`src/hdl/sobol_pkg.sv`:
```
// ----------------------------------------------------------------------------
// Sobol generator package
// Beat types, command codes, configuration indexes and fixed field widths.
// ----------------------------------------------------------------------------
package sobol_pkg;

    localparam int PNT_W   = 32;  // point and index width
    localparam int DEG_W   = 5;   // polynomial degree width
    localparam int COEF_W  = 17;  // inner coefficient bits
    localparam int IVAL_W  = 18;  // initial direction integer width
    localparam int IIDX_W  = 5;   // initial value position width
    localparam int CMD_W   = 2;
    localparam int CFGI_W  = 2;   // configuration register index width
    localparam int CFGD_W  = 32;  // configuration write data width
    localparam int XW      = 6;   // width for table index arithmetic

    localparam logic [CMD_W-1:0] CMD_LOAD    = 2'd0;
    localparam logic [CMD_W-1:0] CMD_RESTART = 2'd1;
    localparam logic [CMD_W-1:0] CMD_NEXT    = 2'd2;

    localparam logic [CFGI_W-1:0] CFG_POLY_DEGREE = 2'd0;
    localparam logic [CFGI_W-1:0] CFG_POLY_COEFFS = 2'd1;
    localparam logic [CFGI_W-1:0] CFG_FIRST_DIM   = 2'd2;
    localparam logic [CFGI_W-1:0] CFG_POINT_COUNT = 2'd3;

    typedef struct packed {
        logic [CMD_W-1:0]  cmd;
        logic [IIDX_W-1:0] init_index;
        logic [IVAL_W-1:0] init_value;
    } t_in;

    typedef struct packed {
        logic [PNT_W-1:0] point;
        logic [PNT_W-1:0] point_index;
        logic             last_point;
        logic             exhausted;
    } t_out;

    typedef struct packed {
        logic [DEG_W-1:0]  poly_degree;
        logic [COEF_W-1:0] poly_coeffs;
        logic              first_dimension;
        logic [PNT_W-1:0]  point_count;
    } t_cfg;

endpackage

```
`src/hdl/sobol_core.sv`:
```
// ----------------------------------------------------------------------------
// Sobol core
// Sequencer, initial value and direction number memories, point and index.
// ----------------------------------------------------------------------------
module sobol_core #(
    parameter int MAX_DEGREE = 18,
    parameter int POINT_BITS = 32
) (
    input  logic              i_clk,
    input  logic              i_rst_n,
    input  sobol_pkg::t_cfg   i_cfg,
    input  logic              i_valid,
    output logic              o_ready,
    input  sobol_pkg::t_in    i_in,
    output logic              o_res_valid,
    input  logic              i_res_ready,
    output sobol_pkg::t_out   o_res
);

    localparam int IAW = (MAX_DEGREE > 1) ? $clog2(MAX_DEGREE) : 1;
    localparam int DAW = $clog2(POINT_BITS);
    localparam int IW  = $clog2(POINT_BITS + 1);
    localparam int KW  = (MAX_DEGREE > 1) ? $clog2(MAX_DEGREE) : 1;
    localparam int XW  = sobol_pkg::XW;
    localparam int PW  = sobol_pkg::PNT_W;

    localparam logic [2:0] ST_IDLE    = 3'd0;
    localparam logic [2:0] ST_B_ISSUE = 3'd1;
    localparam logic [2:0] ST_B_ACC   = 3'd2;
    localparam logic [2:0] ST_B_WRITE = 3'd3;
    localparam logic [2:0] ST_N_XOR   = 3'd4;
    localparam logic [2:0] ST_EMIT    = 3'd5;

    logic [2:0]    r_state, n_state;
    logic [IW-1:0] r_i, n_i;
    logic [KW-1:0] r_k, n_k;
    logic [PW-1:0] r_acc, n_acc;
    logic [PW-1:0] r_point, n_point;
    logic [PW-1:0] r_counter, n_counter;
    logic          r_exh, n_exh;

    logic [sobol_pkg::IVAL_W-1:0] init_mem [0:MAX_DEGREE-1];
    logic [sobol_pkg::IVAL_W-1:0] r_init_q;
    logic [PW-1:0]                dir_mem [0:POINT_BITS-1];
    logic [PW-1:0]                r_dir_q;

    logic           init_we;
    logic [IAW-1:0] init_wa, init_ra;
    logic           dir_we;
    logic [DAW-1:0] dir_wa, dir_ra;

    logic [sobol_pkg::DEG_W-1:0] deg;
    logic [XW-1:0] i6, k6, s6, base_a, term_a, coef_sel, tone;
    logic [4:0]    sh_left;
    logic [PW-1:0] coef_ext;
    logic          use_init, k_last, coef_bit, load_ok;

    // Effective degree: zero acts as one, large values clamp to the maximum.
    always_comb begin
        if (i_cfg.poly_degree == '0) begin
            deg = sobol_pkg::DEG_W'(1);
        end else if (i_cfg.poly_degree > sobol_pkg::DEG_W'(MAX_DEGREE)) begin
            deg = sobol_pkg::DEG_W'(MAX_DEGREE);
        end else begin
            deg = i_cfg.poly_degree;
        end
    end

    // Trailing ones of the index: the first zero bit from the bottom.
    always_comb begin
        tone = XW'(PW);
        for (int n = PW - 1; n >= 0; n--) begin
            if (!r_counter[n]) begin
                tone = XW'(n);
            end
        end
    end

    assign i6       = XW'(r_i);
    assign k6       = XW'(r_k);
    assign s6       = XW'(deg);
    assign base_a   = i6 - s6 - XW'(1);
    assign term_a   = i6 - k6 - XW'(1);
    assign coef_sel = s6 - XW'(1) - k6;
    assign coef_ext = PW'(i_cfg.poly_coeffs);
    assign coef_bit = coef_ext[coef_sel[4:0]];
    assign sh_left  = 5'(XW'(PW) - i6);
    assign use_init = (i6 <= s6);
    assign k_last   = (k6 == s6 - XW'(1));
    assign load_ok  = (i_in.init_index != '0) &&
                      (i_in.init_index <= sobol_pkg::IIDX_W'(MAX_DEGREE));

    assign init_we = (r_state == ST_IDLE) && i_valid && (i_in.cmd == sobol_pkg::CMD_LOAD)
                     && load_ok;
    assign init_wa = IAW'(i_in.init_index - sobol_pkg::IIDX_W'(1));
    assign init_ra = IAW'(i6 - XW'(1));
    assign dir_we  = (r_state == ST_B_WRITE);
    assign dir_wa  = DAW'(i6 - XW'(1));
    assign dir_ra  = (r_state == ST_IDLE) ? DAW'(tone) :
                     (r_k == '0)          ? DAW'(base_a) : DAW'(term_a);

    always_ff @(posedge i_clk) begin
        if (init_we) begin
            init_mem[init_wa] <= i_in.init_value;
        end
        r_init_q <= init_mem[init_ra];
    end

    always_ff @(posedge i_clk) begin
        if (dir_we) begin
            dir_mem[dir_wa] <= r_acc;
        end
        r_dir_q <= dir_mem[dir_ra];
    end

    always_comb begin
        n_state   = r_state;
        n_i       = r_i;
        n_k       = r_k;
        n_acc     = r_acc;
        n_point   = r_point;
        n_counter = r_counter;
        n_exh     = r_exh;
        case (r_state)
            ST_IDLE: begin
                if (i_valid) begin
                    case (i_in.cmd)
                        sobol_pkg::CMD_RESTART: begin
                            n_i     = IW'(1);
                            n_k     = '0;
                            n_state = ST_B_ISSUE;
                        end
                        sobol_pkg::CMD_NEXT: begin
                            if (tone >= XW'(POINT_BITS)) begin
                                n_exh   = 1'b1;
                                n_state = ST_EMIT;
                            end else begin
                                n_exh   = 1'b0;
                                n_state = ST_N_XOR;
                            end
                        end
                        default: begin
                        end
                    endcase
                end
            end
            ST_B_ISSUE: begin
                if (i_cfg.first_dimension) begin
                    n_acc   = PW'(1) << sh_left;
                    n_state = ST_B_WRITE;
                end else if (use_init || r_k == '0 || coef_bit) begin
                    n_state = ST_B_ACC;
                end else if (k_last) begin
                    n_state = ST_B_WRITE;
                end else begin
                    n_k = r_k + KW'(1);
                end
            end
            ST_B_ACC: begin
                if (use_init) begin
                    n_acc   = PW'(r_init_q) << sh_left;
                    n_state = ST_B_WRITE;
                end else begin
                    if (r_k == '0) begin
                        n_acc = r_dir_q ^ (r_dir_q >> deg);
                    end else begin
                        n_acc = r_acc ^ r_dir_q;
                    end
                    if (k_last) begin
                        n_state = ST_B_WRITE;
                    end else begin
                        n_k     = r_k + KW'(1);
                        n_state = ST_B_ISSUE;
                    end
                end
            end
            ST_B_WRITE: begin
                if (r_i == IW'(POINT_BITS)) begin
                    n_point   = '0;
                    n_counter = '0;
                    n_exh     = 1'b0;
                    n_state   = ST_EMIT;
                end else begin
                    n_i     = r_i + IW'(1);
                    n_k     = '0;
                    n_state = ST_B_ISSUE;
                end
            end
            ST_N_XOR: begin
                n_point   = r_point ^ r_dir_q;
                n_counter = r_counter + PW'(1);
                n_state   = ST_EMIT;
            end
            ST_EMIT: begin
                if (i_res_ready) begin
                    n_state = ST_IDLE;
                end
            end
            default: begin
                n_state = ST_IDLE;
            end
        endcase
    end

    always_ff @(posedge i_clk) begin
        if (!i_rst_n) begin
            r_state   <= ST_IDLE;
            r_point   <= '0;
            r_counter <= '0;
            r_exh     <= 1'b0;
        end else begin
            r_state   <= n_state;
            r_point   <= n_point;
            r_counter <= n_counter;
            r_exh     <= n_exh;
        end
    end

    always_ff @(posedge i_clk) begin
        r_i   <= n_i;
        r_k   <= n_k;
        r_acc <= n_acc;
    end

    assign o_ready           = (r_state == ST_IDLE);
    assign o_res_valid       = (r_state == ST_EMIT);
    assign o_res.point       = r_point;
    assign o_res.point_index = r_counter;
    assign o_res.last_point  = (r_counter == i_cfg.point_count - PW'(1));
    assign o_res.exhausted   = r_exh;

    // An exhausted beat is only possible with every usable index bit set.
    a_exh_full: assert property (@(posedge i_clk) disable iff (!i_rst_n)
        o_res_valid && o_res.exhausted |-> &r_counter[POINT_BITS-1:0])
        else $error("exhausted beat with a usable trailing-ones count");

    a_next_inc: assert property (@(posedge i_clk) disable iff (!i_rst_n)
        r_state == ST_N_XOR |=> r_counter == $past(r_counter) + PW'(1))
        else $error("index did not advance on a next step");

    a_restart_zero: assert property (@(posedge i_clk) disable iff (!i_rst_n)
        r_state == ST_B_WRITE && r_i == IW'(POINT_BITS)
        |=> r_state == ST_EMIT && r_point == '0 && r_counter == '0)
        else $error("restart did not give point zero");

    a_build_range: assert property (@(posedge i_clk) disable iff (!i_rst_n)
        r_state == ST_B_ISSUE |-> r_i != '0 && r_i <= IW'(POINT_BITS) && k6 < s6)
        else $error("table build index out of range");

    a_res_hold: assert property (@(posedge i_clk) disable iff (!i_rst_n)
        o_res_valid && !i_res_ready |=> o_res_valid && $stable(r_counter))
        else $error("result dropped before it was taken");

endmodule

```
`src/hdl/sobol_sequence_generator.sv`:
```
// ----------------------------------------------------------------------------
// Sobol sequence generator
// One dimension of a Sobol sequence in Gray-code order, 0.32 fixed point.
// ----------------------------------------------------------------------------
// Load: written to the initial value memory on acceptance, no beat out. Next:
// beat registered through the xor and emit states, set by the registered
// direction memory read. Restart: rebuilds the POINT_BITS direction numbers,
// directly in first-dimension mode and otherwise with one direction memory
// read per term, and ends in a beat of point zero. One item at a time; a
// result waiting in the output register holds back only the core's next beat.
// Synchronous active-low reset clears control, point and index; memories keep
// their contents and are valid only once written.
module sobol_sequence_generator #(
    parameter int MAX_DEGREE = 18,
    parameter int POINT_BITS = 32
) (
    input  logic                               i_clk,
    input  logic                               i_rst_n,
    input  logic                               i_in_valid,
    output logic                               o_in_ready,
    input  sobol_pkg::t_in                     i_in,
    output logic                               o_out_valid,
    input  logic                               i_out_ready,
    output sobol_pkg::t_out                    o_out,
    input  logic                               i_cfg_we,
    input  logic [sobol_pkg::CFGI_W-1:0]       i_cfg_index,
    input  logic [sobol_pkg::CFGD_W-1:0]       i_cfg_data
);

    sobol_pkg::t_cfg r_cfg;
    sobol_pkg::t_out core_res;
    sobol_pkg::t_out r_out;
    logic            r_out_valid;
    logic            core_valid;
    logic            core_take;

    always_ff @(posedge i_clk) begin
        if (!i_rst_n) begin
            r_cfg.poly_degree     <= sobol_pkg::DEG_W'(1);
            r_cfg.poly_coeffs     <= '0;
            r_cfg.first_dimension <= 1'b1;
            r_cfg.point_count     <= sobol_pkg::PNT_W'(1);
        end else if (i_cfg_we) begin
            case (i_cfg_index)
                sobol_pkg::CFG_POLY_DEGREE:
                    r_cfg.poly_degree <= i_cfg_data[sobol_pkg::DEG_W-1:0];
                sobol_pkg::CFG_POLY_COEFFS:
                    r_cfg.poly_coeffs <= i_cfg_data[sobol_pkg::COEF_W-1:0];
                sobol_pkg::CFG_FIRST_DIM:
                    r_cfg.first_dimension <= i_cfg_data[0];
                sobol_pkg::CFG_POINT_COUNT:
                    r_cfg.point_count <= i_cfg_data[sobol_pkg::PNT_W-1:0];
                default: begin
                end
            endcase
        end
    end

    sobol_core #(
        .MAX_DEGREE (MAX_DEGREE),
        .POINT_BITS (POINT_BITS)
    ) u_core (
        .i_clk       (i_clk),
        .i_rst_n     (i_rst_n),
        .i_cfg       (r_cfg),
        .i_valid     (i_in_valid),
        .o_ready     (o_in_ready),
        .i_in        (i_in),
        .o_res_valid (core_valid),
        .i_res_ready (core_take),
        .o_res       (core_res)
    );

    // The output register frees the core as soon as the beat is copied.
    assign core_take = !r_out_valid || i_out_ready;

    always_ff @(posedge i_clk) begin
        if (!i_rst_n) begin
            r_out_valid <= 1'b0;
        end else if (core_take) begin
            r_out_valid <= core_valid;
        end
    end

    always_ff @(posedge i_clk) begin
        if (core_take && core_valid) begin
            r_out <= core_res;
        end
    end

    assign o_out_valid = r_out_valid;
    assign o_out       = r_out;

endmodule
```
`config.mk`:
```
export PLATFORM = sky130hd
export DESIGN_NAME = sobol_sequence_generator
export DESIGN_NICKNAME = d
export VERILOG_FILES = /design/src/hdl/sobol_pkg.sv /design/src/hdl/sobol_core.sv /design/src/hdl/sobol_sequence_generator.sv
export SDC_FILE = /design/constraint.sdc
export NUM_CORES = 2
export LEC_CHECK = 0
export BUFFER_PORTS_ARGS = -buffer_cell sky130_fd_sc_hd__buf_2
export CAP_MARGIN = 5
export CORE_AREA = 3 3 484 486
export CTS_BUF_LIST = sky130_fd_sc_hd__clkbuf_16
export DETAILED_ROUTE_END_ITERATION = 10
export DIE_AREA = 0 0 487 489
export HOLD_SLACK_MARGIN = 0.12
export PLACE_DENSITY_LB_ADDON = 0.15
export SLEW_MARGIN = 20
export SYNTH_ARGS = -nofsm -noshare
export SYNTH_HDL_FRONTEND = slang
export SYNTH_SLANG_ARGS = --single-unit
```
`constraint.sdc`:
```
create_clock -name i_clk -period 7.5 [get_ports i_clk]
set_clock_uncertainty 0.15 [all_clocks]
set_input_delay 1.125 -clock i_clk [delete_from_list [all_inputs] [get_ports i_clk]]
set_output_delay 1.125 -clock i_clk [all_outputs]
set_load 0.03 [all_outputs]
```
Word-level counts from Yosys, hierarchy flattened
Memory sizes are Yosys's and may differ from the RTL's. A register that Yosys moved wholly into a read port is not among the register bits.
Index checks and enable logic that the tools add are counted.
{"block": "op_classes", "n_addsub": 13, "magnitude_cmp": 5, "n_eq_ne": 25, "shifts": 3, "muxes": 77, "bitwise": 3, "n_reduce_logical": 29}
{"cell": "two-way mux 6 bit", "count": 35}
{"cell": "case mux 32 bit (2 select lines)", "count": 3}
{"cell": "two-way mux 32 bit", "count": 4}
{"cell": "bitwise XOR 32 bit", "count": 3}
{"cell": "two-way mux 5 bit", "count": 11}
{"cell": "adder 32 x 1 -> 32 bit, second input constant", "count": 1}
{"cell": "== test 32 bit", "count": 1}
{"cell": "<< shifter 1 x 5 -> 32 bit, first input constant", "count": 1}
{"cell": "<< shifter 18 x 5 -> 32 bit", "count": 1}
{"cell": "right shift 32 x 5 -> 32 bit", "count": 1}
{"cell": "subtractor 32 x 1 -> 32 bit, second input constant", "count": 1}
{"cell": "two-way mux 3 bit", "count": 7}
{"cell": "case mux 5 bit (4 select lines)", "count": 1}
{"cell": "subtractor 5 x 1 -> 5 bit, second input constant", "count": 4}
{"cell": "case mux 3 bit (6 select lines)", "count": 1}
{"cell": "subtractor 5 bit", "count": 3}
{"cell": "!= test 2 bit, second input constant", "count": 7}
{"cell": "case mux 6 bit (2 select lines)", "count": 1}
{"cell": "AND reduction 2 bit", "count": 6}
{"cell": "AND reduction 4 bit", "count": 3}
{"cell": "zero test 5 bit", "count": 2}
{"cell": "two-way mux 1 bit", "count": 10}
{"cell": "AND reduction 7 bit", "count": 1}
{"cell": "adder 6 x 1 -> 6 bit, second input constant", "count": 1}
{"cell": "other kinds (30)", "count": 46}
{"block": "word_totals", "reg_bits": 233, "mem_bits_rw": 1348, "output_inout_bits": 68, "mem_count": 2}
{"name": "u_core.dir_mem", "words": 32, "width": 32, "rd": 1, "rd_ports_with_merged_regs": 1, "wr": 1, "line": "sobol_core.sv:44", "source": "logic [PW-1:0] dir_mem [0:POINT_BITS-1];"}
{"name": "u_core.init_mem", "words": 18, "width": 18, "rd": 1, "rd_ports_with_merged_regs": 1, "wr": 1, "line": "sobol_core.sv:42", "source": "logic [sobol_pkg::IVAL_W-1:0] init_mem [0:MAX_DEGREE-1];"}

Logic depth before layout (Yosys ltp)
{"block": "logic_depth", "ltp_word": 37, "mapped_depth": 20}

Cells and area by module
A second synthesis with hierarchy kept.
{"block": "unflattened", "hier_cells": 4879, "hier_area_um2": 70905.5}
{"module": "sobol_core", "instances": 1, "cells_each": 4589, "area_per_inst_um2": 66766.5, "seq_area_each_um2": 44132.3}
{"module": "sobol_sequence_generator", "instances": 1, "cells_each": 290, "area_per_inst_um2": 4139.0, "seq_area_each_um2": 3103.0}

Worst setup path before layout
Ideal clock, no wire load.
{"block": "synth_timing", "path_type": "register -> register", "start": "reg u_core.r_i[0], in the netlist u_core.i6[0]", "end": "mem u_core.dir_mem[12][0] in the netlist's numbering, enable pin", "setup_ns": 0.421, "arrival_time_ns": 4.796, "required_ns": 6.929, "setup_slack_ns": 2.133, "path_stages_with_launch": 12, "n_path_buf": 6, "period_less_slack_ns": 5.367, "path_cell_list": "edfxtp_1 > clkbuf_1 > buf_1 > buf_2 > buf_1 > inv_1 > ha_1 > xor2_1 > clkbuf_1 > nand2_1 > clkbuf_1 > nor2_1"}
{"block": "synth_between", "elab_chain_len": 1}
{"item": "start: declaration", "line": "sobol_core.sv:35", "source": "logic [IW-1:0] r_i, n_i;"}
{"item": "start signal: assignment", "line": "sobol_core.sv:220", "source": "r_i <= n_i;"}
{"item": "subtractor 5 x 1 -> 5 bit", "line": "sobol_core.sv:98", "source": "assign dir_wa = DAW'(i6 - XW'(1));"}
{"item": "via u_core.dir_wa[0]", "line": "sobol_core.sv:50", "source": "logic [DAW-1:0] dir_wa, dir_ra;"}
{"item": "end: declaration", "line": "sobol_core.sv:44"}
The timed path passes the listed nets, and every way through them passes these cells.

Worst setup path in the final report
{"block": "layout_timing", "start": "reg r_cfg[54] in the netlist's numbering", "end": "reg u_core.r_k[2], enable pin"}
{"block": "layout_between", "elab_chain_len": 10}
{"item": "start: declaration", "line": "sobol_sequence_generator.sv:30", "source": "sobol_pkg::t_cfg r_cfg;"}
{"item": "greater-than comparator 5 bit", "line": "sobol_core.sv:62", "source": "end else if (i_cfg.poly_degree > sobol_pkg::DEG_W'(MAX_DEGREE)) begin"}
{"item": "two-way mux 5 bit", "line": "sobol_core.sv:62"}
{"item": "two-way mux 5 bit *", "line": "sobol_core.sv:60", "source": "if (i_cfg.poly_degree == '0) begin"}
{"item": "subtractor 5 x 1 -> 6 bit", "line": "sobol_core.sv:84", "source": "assign coef_sel = s6 - XW'(1) - k6;"}
{"item": "subtractor 5 bit", "line": "sobol_core.sv:84"}
{"item": "binary-select mux 1 bit (select 5 bit)", "line": "sobol_core.sv:86", "source": "assign coef_bit = coef_ext[coef_sel[4:0]];"}
{"item": "two-way mux 1 bit (not written as such)", "line": "sobol_core.sv:86"}
{"item": "logical OR 1 bit", "line": "sobol_core.sv:151", "source": "end else if (use_init || r_k == '0 || coef_bit) begin"}
{"item": "!= test 2 bit (no line)"}
{"item": "AND reduction 7 bit (no line) *"}
{"item": "end signal: assignment", "line": "sobol_core.sv:221", "source": "r_k <= n_k;"}
{"item": "end: declaration", "line": "sobol_core.sv:36", "source": "logic [KW-1:0] r_k, n_k;"}
Every way passes the cells marked *; elsewhere a longest branch is shown, timed or not. The select of a mux whose other input is x is not followed.
A chain may end at the register's enable or synchronous reset.

==> run summary <==
drt wl/cell: 27.1 um
Non-Filler Instances: 8274
most common cell in the netlist: edfxtp_1
Mean Syn Cell Area: 13.7 um2
grt met3 use: 0.0289
hold_sp: u_core.r_point[13]
core area: 230000 um2
Setup crit end kind: flop
# rows: 176
leading area contributor after synthesis: edfxtp_1
CP required: 7.80 ns
placed cell area: 73500 um2
CTS tree: built
Die Wd: 487 um
Leakage: 26.0 nW
crit-path max cell delay: 0.85 ns
Hold Path Sink: o_out[47]
RR Endpoint: u_core.r_k[2]
largest net degree at the start of global routing: 163
Synth async-reset ratio: 0
DP HPWL: 126000 um
share of cells above drive strength 1: 0.145
die height: 489 um
total track usage: 0.184
CP bufs+invs: 3
crit path kind: reg -> reg
outcome: finished clean
Nets: 5187
Worst Hold Depth: 0
GRT Residual Overflow: 0
slew margin rel.: 0.236
post-cts resize count: 0
setup TNS: 0 ns
initial antenna violation count: 10
Primary FF master, synth: edfxtp_1
Distinct cells, synth: 87
Post-Route WL: 224000 um
Critical R2R Launch: r_cfg[54]
flop-to-flop setup slack: 1.82 ns
Least-Margin Pin Slew: 1.14 ns
Setup Viol. Count Final: 0
Syn Inst Count: 5027
Clock Path Buffers: 3
Worst Reg-to-Reg Cells: 10
Commonest cells post-synth: edfxtp_1 (1457), nand2_1 (1077), a22oi_1 (264)
Crit-path slowest cell: dfxtp_1
met1 Usage GRT: 0.266
Vias/cell: 5.34
Arrival @ worst endpoint: 5.98 ns
DR iter-0 viols: 4365
Area Growth Syn to Fin: 14.9%
Post-synth EDFFs: 1457
Post-Syn Nets: 5119
vias in the first global route: 42616
critical path's top delay family: adder cells
final RePlAce weighted congestion: 0.860
GRT met2 Usage: 0.286
Antenna Nets Post-Route: 0
worst vdd ir: 0.193 mV
post-route clock period utilization: 0.758
worst skew pair latency: 0.83 ns
setup bufs post-CTS: 0
Synth top area share: 0.633
FMAX: 0.176 GHz
input/output buffers: 131
CP max FO: 42
first-pass detailed-route iteration total: 6
total die area: 238000 um2
total vias in the final route: 44147
worst hold slack: 0.307 ns
Worst Setup Start Kind: flop
Critical Path, Cell by Cell: maj3_2 > buf_4 > clkinv_1 > ha_1 > inv_1 > fa_1 > mux4_2 > mux4_2 > a2111o_1 > a21oi_1
cts hold-fix bufs: 0
Worst-path clk slew: 0.06 ns
I/O Pins: 132
MaxCap Viol Count: 0
synthesized area: 69100 um2
Pins Over Slew Limit: 0
fin area: 79400 um2
final hold violations: 0
CP most frequent cell: mux4_2
flops & latches, synth: 1631
initial core utilization: 0.300
synth top area cells: edfxtp_1 (63%), nand2_1 (5.8%), dfxtp_1 (5.0%), mux4_2 (4.2%), a22oi_1 (2.9%)
htree depth: 4
power density over cell area: 289 nW/um2
RSZ-0062 raised after global routing: false
CTS Sinks: 1631
Min-Delay Path Class: reg -> reg
CTS Buf Count: 182
sequential area share after synthesis: 0.684
Ys Warns: 0
first-pass GRT wire length: 320000 um
busiest grt layer: met2
Residual DRC: 0
Final Critical Period: 5.68 ns
Placed Cells: 7926
Root Buffer: clkbuf_16
[worst register-to-register path, delay by kind of cell, from the launching register on]
kind | cells | cell delay [ns]
flops | 1 | 0.85
compound gates | 2 | 0.92
mux | 2 | 1.01
fa+ha+maj | 3 | 1.24
buf+inv | 3 | 1.13
[power by group]
group	total, W	internal [W]	switching [W]
registers	0.0107	0.0102	0.000510
logic	0.00368	0.00134	0.00234
clock network	0.00859	0.00483	0.00376
[registers in the layout, indices dropped and copies added (netlist names)]
signal	count
u_core.r_k	5
u_core.r_point	32
u_core.r_counter	32
o_out	66
u_core.r_acc	32
u_core.r_init_q	18
u_core.r_state	3
u_core.init_mem	324
u_core.r_exh	1
r_cfg	55
u_core.r_dir_q	32
o_out_valid	1
u_core.dir_mem	1024
u_core.i6	6
[through the flow]
step	setup WS, ns	total power, W	util
floorplan	2.13	0.0130	-
global placement	1.97	0.0145	0.319
detailed placement	1.81	0.0145	0.319
CTS	1.74	0.0231	0.344
global route	1.37	0.0238	0.345
finish	1.82	0.0229	0.345
[how the worst max path moves through the flow]
stage                       from  slack, ns  depth (start not counted)               endpoint
finish                 r_cfg[54]       1.82                         10          u_core.r_k[2]
global route           r_cfg[54]       1.37                         11        u_core.r_acc[0]
CTS                    r_cfg[54]       1.74                         10          u_core.r_k[2]
detailed placement     r_cfg[54]       1.81                         10          u_core.r_k[3]
global placement       r_cfg[54]       1.97                         10          u_core.r_k[1]
floorplan           u_core.i6[0]       2.13                         11  u_core.dir_mem[12][0]
[routing by layer]
metal	vias to the layer above	share of wire
met5	-	0.00023
met4	6	0.026
met3	306	0.060
met2	1529	0.46
met1	22744	0.46
li1	19562	-
[cell usage in the layout, fill, tap and decap left out, types with 12 or more instances in the layout]
cell,instances
a21boi_0,53
a21oi_1,65
a22o_1,63
a22oi_1,264
a31oi_1,17
a32o_1,128
a32oi_1,132
and2_1,58
and3_1,16
buf_12,15
buf_2,131
buf_4,99
clkbuf_16,185
clkinv_1,51
clkinv_2,21
dfxtp_1,174
edfxtp_1,1457
ha_1,24
inv_1,84
mux2i_1,88
mux4_2,130
nand2_1,1077
nand3_1,79
nand4_1,26
nor2_1,100
nor2_4,49
nor2b_1,14
nor3_1,35
nor4_2,33
o211ai_1,20
o21ai_0,127
o221ai_1,12
o22ai_1,78
xnor2_1,68
xor2_1,28
[logic make-up after synthesis]
group | synth area share
fa+ha+maj | 0.00556
simple gates | 0.100
xor+xnor | 0.0129
flops | 0.684
compound gates | 0.116
mux | 0.0567
buf+inv | 0.0255
[final cells by class]
type	count	area, um2
repair buffers	258	1900
inverters	36	135
fillers	22159	151000
flip-flops and latches	1631	47200
clock inverters	149	1110
multi-input cells	2986	20600
clock buffers	185	4630
diodes	3	7.51
well taps	3026	3790
Note: power is estimated with default switching activity, not from simulation.
